[src/rtl/hrm_pkg.sv]
`timescale 1ns / 1ps
// ----------------------------------------------------------------------------
// hrm_pkg
// shared types and constants of the histogram running median unit
// ----------------------------------------------------------------------------
package hrm_pkg;

  localparam int DEF_FEATURE_SLOTS = 256;
  localparam int DEF_MAX_COUNT     = 100;

  localparam int SLOT_IN_W  = 8;
  localparam int COUNT_IN_W = 8;
  localparam int MEDIAN_W   = 7;
  localparam int TOTAL_W    = 24;
  localparam int BIN_DATA_W = 24;

  typedef struct packed {
    logic [MEDIAN_W-1:0] median_value;
    logic                status;
  } hrm_res_t;

endpackage

[src/rtl/hrm_seq.sv]
`timescale 1ns / 1ps
// ----------------------------------------------------------------------------
// hrm_seq
// sequencer: clear pass, bin increment and median walk over the bin memory
// ----------------------------------------------------------------------------
module hrm_seq import hrm_pkg::*; #(
  parameter int FEATURE_SLOTS = DEF_FEATURE_SLOTS,
  parameter int MAX_COUNT     = DEF_MAX_COUNT
) (
  input  logic                  clk_i,
  input  logic                  rst_ni,
  input  logic [TOTAL_W-1:0]    region_total_i,
  input  logic                  in_valid_i,
  output logic                  in_ready_o,
  input  logic [SLOT_IN_W-1:0]  in_slot_i,
  input  logic [COUNT_IN_W-1:0] in_count_i,
  output logic                  res_valid_o,
  input  logic                  res_ready_i,
  output hrm_res_t              res_o,
  output logic                  ram_we_o,
  output logic                  ram_re_o,
  output logic [$clog2(FEATURE_SLOTS*(MAX_COUNT+1))-1:0] ram_addr_o,
  output logic [BIN_DATA_W-1:0] ram_wdata_o,
  input  logic [BIN_DATA_W-1:0] ram_rdata_i
);

  localparam int NUM_BINS = MAX_COUNT + 1;
  localparam int DEPTH    = FEATURE_SLOTS * NUM_BINS;
  localparam int ADDR_W   = $clog2(DEPTH);
  localparam int SLOT_W   = (FEATURE_SLOTS > 1) ? $clog2(FEATURE_SLOTS) : 1;
  localparam int BIN_W    = $clog2(NUM_BINS + 1);
  localparam int ACC_W    = BIN_DATA_W + BIN_W;

  typedef enum logic [6:0] {
    S_CLEAR = 7'b0000001,
    S_IDLE  = 7'b0000010,
    S_BASE  = 7'b0000100,
    S_RD    = 7'b0001000,
    S_WR    = 7'b0010000,
    S_WALK  = 7'b0100000,
    S_DONE  = 7'b1000000
  } state_e;

  state_e                  state_q, state_d;
  logic [ADDR_W-1:0]       clr_q, clr_d;
  logic [SLOT_W-1:0]       slot_q, slot_d;
  logic [COUNT_IN_W-1:0]   cnt_q, cnt_d;
  logic                    err_q, err_d;
  logic [ADDR_W-1:0]       base_q, base_d;
  logic [BIN_W-1:0]        ib_q, ib_d;
  logic [BIN_W-1:0]        db_q, db_d;
  logic                    rv_q, rv_d;
  logic [ACC_W-1:0]        acc_q, acc_d;
  logic [BIN_W-1:0]        med_q, med_d;
  logic [TOTAL_W-1:0]      limit;
  logic [ACC_W-1:0]        sum;
  logic [BIN_DATA_W-1:0]   bin_inc;

  // slot modulo the slot count, restoring remainder over the 8 input bits
  function automatic logic [12:0] slot_mod(input logic [SLOT_IN_W-1:0] v);
    logic [13:0] rem;
    rem = '0;
    for (int i = SLOT_IN_W - 1; i >= 0; i--) begin
      rem = {rem[12:0], v[i]};
      if (rem >= 14'(FEATURE_SLOTS)) begin
        rem = rem - 14'(FEATURE_SLOTS);
      end
    end
    return rem[12:0];
  endfunction

  assign limit   = {1'b0, region_total_i[TOTAL_W-1:1]} + TOTAL_W'(1);
  assign sum     = acc_q + ACC_W'(ram_rdata_i);
  assign bin_inc = (&ram_rdata_i) ? ram_rdata_i : ram_rdata_i + BIN_DATA_W'(1);

  always_comb begin
    state_d = state_q;
    clr_d   = clr_q;
    slot_d  = slot_q;
    cnt_d   = cnt_q;
    err_d   = err_q;
    base_d  = base_q;
    ib_d    = ib_q;
    db_d    = db_q;
    rv_d    = 1'b0;
    acc_d   = acc_q;
    med_d   = med_q;

    ram_we_o    = 1'b0;
    ram_re_o    = 1'b0;
    ram_addr_o  = base_q + ADDR_W'(cnt_q);
    ram_wdata_o = bin_inc;

    unique case (state_q)
      S_CLEAR: begin
        ram_we_o    = 1'b1;
        ram_addr_o  = clr_q;
        ram_wdata_o = '0;
        clr_d       = clr_q + ADDR_W'(1);
        if (clr_q == ADDR_W'(DEPTH - 1)) begin
          state_d = S_IDLE;
        end
      end
      S_IDLE: begin
        if (in_valid_i) begin
          slot_d  = SLOT_W'(slot_mod(in_slot_i));
          cnt_d   = in_count_i;
          err_d   = (in_count_i > COUNT_IN_W'(MAX_COUNT));
          state_d = S_BASE;
        end
      end
      S_BASE: begin
        base_d = ADDR_W'(slot_q) * ADDR_W'(NUM_BINS);
        ib_d   = '0;
        db_d   = '0;
        acc_d  = '0;
        state_d = err_q ? S_WALK : S_RD;
      end
      S_RD: begin
        ram_re_o = 1'b1;
        state_d  = S_WR;
      end
      S_WR: begin
        // read data of the count's bin is here, write back saturated
        ram_we_o = 1'b1;
        state_d  = S_WALK;
      end
      S_WALK: begin
        ram_re_o   = 1'b1;
        ram_addr_o = base_q + ADDR_W'(ib_q);
        rv_d       = 1'b1;
        if (ib_q != BIN_W'(MAX_COUNT)) begin
          ib_d = ib_q + BIN_W'(1);
        end
        if (rv_q) begin
          if (sum > ACC_W'(limit)) begin
            med_d   = db_q;
            rv_d    = 1'b0;
            state_d = S_DONE;
          end else if (db_q == BIN_W'(MAX_COUNT)) begin
            med_d   = BIN_W'(NUM_BINS);
            rv_d    = 1'b0;
            state_d = S_DONE;
          end else begin
            acc_d = sum;
            db_d  = db_q + BIN_W'(1);
          end
        end
      end
      S_DONE: begin
        if (res_ready_i) begin
          state_d = S_IDLE;
        end
      end
      default: begin
        state_d = S_IDLE;
      end
    endcase
  end

  always_ff @(posedge clk_i or negedge rst_ni) begin
    if (!rst_ni) begin
      state_q <= S_CLEAR;
      clr_q   <= '0;
      ib_q    <= '0;
      db_q    <= '0;
      rv_q    <= 1'b0;
      acc_q   <= '0;
    end else begin
      state_q <= state_d;
      clr_q   <= clr_d;
      ib_q    <= ib_d;
      db_q    <= db_d;
      rv_q    <= rv_d;
      acc_q   <= acc_d;
    end
  end

  always_ff @(posedge clk_i) begin
    slot_q <= slot_d;
    cnt_q  <= cnt_d;
    err_q  <= err_d;
    base_q <= base_d;
    med_q  <= med_d;
  end

  assign in_ready_o         = (state_q == S_IDLE);
  assign res_valid_o        = (state_q == S_DONE);
  assign res_o.median_value = MEDIAN_W'(med_q);
  assign res_o.status       = err_q;

endmodule

[config.mk]
export PLATFORM = sky130hd
export DESIGN_NAME = hrm_seq
export DESIGN_NICKNAME = d
export VERILOG_FILES = /design/src/rtl/hrm_pkg.sv /design/src/rtl/hrm_seq.sv
export SDC_FILE = /design/constraint.sdc
export NUM_CORES = 1
export LEC_CHECK = 0
export BUFFER_PORTS_ARGS = -buffer_cell sky130_fd_sc_hd__buf_2
export CAP_MARGIN = 10
export CORE_MARGIN = 3
export CORE_UTILIZATION = 61
export DETAILED_ROUTE_END_ITERATION = 16
export GPL_TIMING_DRIVEN = 1
export PLACE_DENSITY = 0.84
export SLEW_MARGIN = 40
export SYNTH_ARGS = -nofsm -noshare
export SYNTH_HDL_FRONTEND = slang
export SYNTH_SLANG_ARGS = --single-unit
[constraint.sdc]
create_clock -name clk_i -period 8.8 [get_ports clk_i]
set_input_delay 1.76 -clock clk_i [delete_from_list [all_inputs] [get_ports clk_i]]
set_output_delay 1.76 -clock clk_i [all_outputs]
set_load 0.02 [all_outputs]
==> summary.txt <==
Critical path
  – WP data required: 9.05 ns
  – Critical Path End: db_q[2]
  – Critical path cell sequence: buf_2 > ha_1 > fa_1 > a211o_1 > a21oi_1 > o31a_1 > o31ai_4 > a21boi_0 > inv_1 > a21oi_1 > xnor2_1 > ha_1 > a21o_1 > a21oi_1 > o21ai_0 > a221o_1 > a211oi_1 > and4_2 > buf_4 > a311oi_1 > a311o_1
  – Critical Path Start: ram_rdata_i[0]
  – R2R depth: 20
  – Worst r2r src: acc_q[0]
  – CP Buf/Inv Count: 3
  – Crit-path max cell delay: 0.59 ns
  – Startpoint Class: primary input
  – Most common cell type on the critical path: a21oi_1
  – Slowest stage cell, crit path: and4_2
  – FF-to-FF setup slack: 3.33 ns
  – CP delay by family, top: compound AO/OA/AOI/OAI gates
  – Worst Path Max Fanout: 21
  – Worst path depth: 21
  – CP endpoint kind: register
  – CP Class: in -> reg
  – Crit path DAT: 6.88 ns
  – R2R Path End: db_q[2]

Clock tree
  – Root buf cell: clkbuf_16
  – CTS Hold Buffers Added: 0
  – Clk slew on worst S/H paths: 0.08 ns
  – Clock sink total: 107
  – Setup Fix Bufs, Post-CTS: 0
  – CTS tree: built
  – PostCTS Resize Cnt: 0
  – Maximum root-to-sink buffer count: 2
  – Worst skew pair latency: 0.36 ns
  – # H-tree levels: 3
  – Total CTS buffers: 9

Timing
  – Final Setup Violations: 0
  – Worst slew pin tran: 0.784 ns
  – Max-Slew Margin vs Limit: 0.477
  – Crit path time final: 6.63 ns
  – Clock Skew: 0.0100 ns
  – PnR worst setup slack: 2.17 ns
  – FMAX: 0.151 GHz
  – Tcrit/Tclk final: 0.754
  – Slew Limit Fails: 0
  – RSZ-0062 raised after global routing: false
  – Final hold vios: 0
  – Setup TNS: 0 ns

Synthesis
  – Synth top area share: 0.186
  – Syn avg cell area: 8.81 um^2
  – Dominant synthesized flop cell: dfrtp_1
  – Ys async rst share: 0.636
  – Seq/Total Area, Yosys: 0.319
  – Most common cell in the synthesized netlist: nand2_1
  – Cell Area, Synth: 9010 um^2
  – Synth Register Bits: 107
  – Yosys top cell by area: dfrtp_1
  – EDFF count, synth: 39
  – Distinct cells, synth: 70
  – Cells after synthesis: 1,022
  – Syn_nets: 1,203
  – Area contributors post-synth: dfrtp_1 (19%), ha_1 (15%), edfxtp_1 (13%)
  – Synthesis Warnings: 0
  – Commonest cells post-synth: nand2_1 (124), ha_1 (106), nor2_1 (83), a21oi_1 (68), dfrtp_1 (67)

Pwr
  – Sequential power share: 0.253
  – Peak supply drop: 0.000186 V
  – Logic pwr share: 0.607
  – Pwr Density: 299 nW/um^2
  – Cell Int Power: 1.64 mW
  – Leak Pwr: 4.73 nW
  – Sw Pwr: 1.35 mW
  – Clock power share: 0.140
  – Sw Ratio: 0.451

Global route
  – Largest net degree at the start of global routing: 69
  – Grt ovf: 0
  – Vias in the first global route: 7,399
  – Initial antenna violation count: 0
  – Global-route wire length before repair: 35,700 um
  – Total GRT Usage: 0.272

Drt
  – Initial DRC count: 724
  – DRC Markers: 0
  – Detailed Route WL: 22,100 um
  – Vias per cell: 6.06
  – Via count: 7,902
  – Antenna viol nets, final: 0
  – DRT Pass-1 Iters: 5
  – Drt wl/cell: 16.9 um

Die
  – Initial core utilization: 0.636
  – Core Area: 14,100 um^2
  – Die ar.: 16,300 um^2
  – DIE HEIGHT: 128 um
  – I/O Pins: 119
  – Std-Cell Rows: 43
  – Die W: 128 um

Place
  – DPL Wire Length: 16,900 um
  – Gpl congestion: 0.976
  – Pre-CTS setup slack: 1.66 ns
  – Port-buffer cells: 117

Flow run
  – MaxCap Viol Count: 0

Finish
  – Layout fillers: 1,108
  – Synth-to-layout area growth: 10.9%
  – Antenna Cells: 0
  – Layout net count: 1,300
  – Share of layout cells above drive strength 1: 0.149
  – Multi-input logic area: 5780 um^2
  – Sequential cell area: 2870 um^2

Run status
  – Status: finished clean

Min path
  – Hold Path Depth: 1
  – Min-Delay Path Class: reg -> reg
[kinds of logic after synthesis]
logic type	synth area share
AO/OA/AOI/OAI	0.142
XOR/XNOR	0.100
adder cells (fa/ha/maj)	0.163
buffers and inverters	0.0392
flip-flops	0.319
multiplexers	0.0161
AND/OR/NAND/NOR	0.220
[stage by stage]
stage / std cells / utilization / power, mW / hold WS [ns] / area (um^2)
2_1_floorplan: 1022 / - / 2.10 / 0.431 / 9010
3_3_place_gp: 1288 / 0.684 / 2.45 / 0.480 / 9680
3_5_place_dp: 1288 / 0.685 / 2.53 / 0.493 / 9690
4_1_cts: 1304 / 0.706 / 2.97 / 0.507 / 9990
5_1_grt: 1304 / 0.706 / 3.22 / 0.525 / 9990
6_report: 1304 / 0.706 / 2.98 / 0.505 / 9990
[cell usage in the layout (no fill, tap or decap), types with 5 or more instances in the layout]
cell type | Yosys | final
a21o_1 | 16 | 16
o211ai_1 | 8 | 8
o21ai_0 | 44 | 44
dfrtp_1 | 67 | 67
or3_1 | 9 | 8
nand3_1 | 37 | 37
inv_1 | 46 | 45
or2_2 | 12 | 12
nor2_1 | 83 | 83
xor2_1 | 58 | 58
nand4_1 | 42 | 42
o21ai_1 | 12 | 12
nor2b_1 | 5 | 5
o31ai_1 | 5 | 5
buf_4 | 3 | 5
clkbuf_16 | 0 | 9
mux2i_1 | 10 | 10
a211oi_1 | 5 | 5
a21oi_1 | 68 | 68
ha_1 | 106 | 106
buf_2 | 6 | 117
o21bai_1 | 8 | 8
edfxtp_1 | 39 | 39
a31oi_1 | 6 | 6
nor3_1 | 12 | 12
nand2_1 | 124 | 124
and3_1 | 19 | 19
fa_1 | 7 | 7
and2_1 | 20 | 20
xnor2_1 | 45 | 45
and4_1 | 10 | 9
[how the worst min path moves through the flow]
| stage | startpoint | to |
|---|---|---|
| global placement | clr_q[5] | clr_q[5] |
| CTS | clr_q[14] | clr_q[14] |
| detailed placement | clr_q[14] | clr_q[14] |
| floorplan | err_q | state_q[3] |
| finish | err_q | state_q[3] |
| global route | clr_q[14] | clr_q[14] |
[layout make-up]
type | instances | share of cell area
Inverter | 46 | 0.0173
Timing Repair Buffer | 123 | 0.0635
Clock buffer | 10 | 0.0229
Tap cell | 180 | 0.0226
Clock inverter | 6 | 0.00702
Multi-Input combinational cell | 832 | 0.579
Sequential cell | 107 | 0.288
[metal layers]
| metal | wire length (um) | part of all wire | track usage |
|---|---|---|---|
| met1 | 9840 | 0.45 | 0.378 |
| met2 | 10300 | 0.47 | 0.434 |
| met5 | 0 | 0 | 0 |
| met3 | 1390 | 0.063 | 0.0477 |
| met4 | 547 | 0.025 | 0.0852 |
[power by group through the flow]
stage	Clock (mW)	Sequential (mW)	Combinational (mW)
floorplan	0	0.739	1.36
global placement	0	0.757	1.70
detailed placement	0	0.763	1.77
CTS	0.422	0.754	1.79
global route	0.438	0.767	2.02
finish	0.417	0.755	1.81
[flip-flops by register name, summed over array words and instances, names as in the netlist]
signal / count
acc_q: 31
med_q: 7
rv_q: 1
slot_q: 8
clr_q: 15
base_q: 15
ib_q: 7
db_q: 7
state_q: 7
err_q: 1
cnt_q: 8
(Power assumes the default switching activity.)
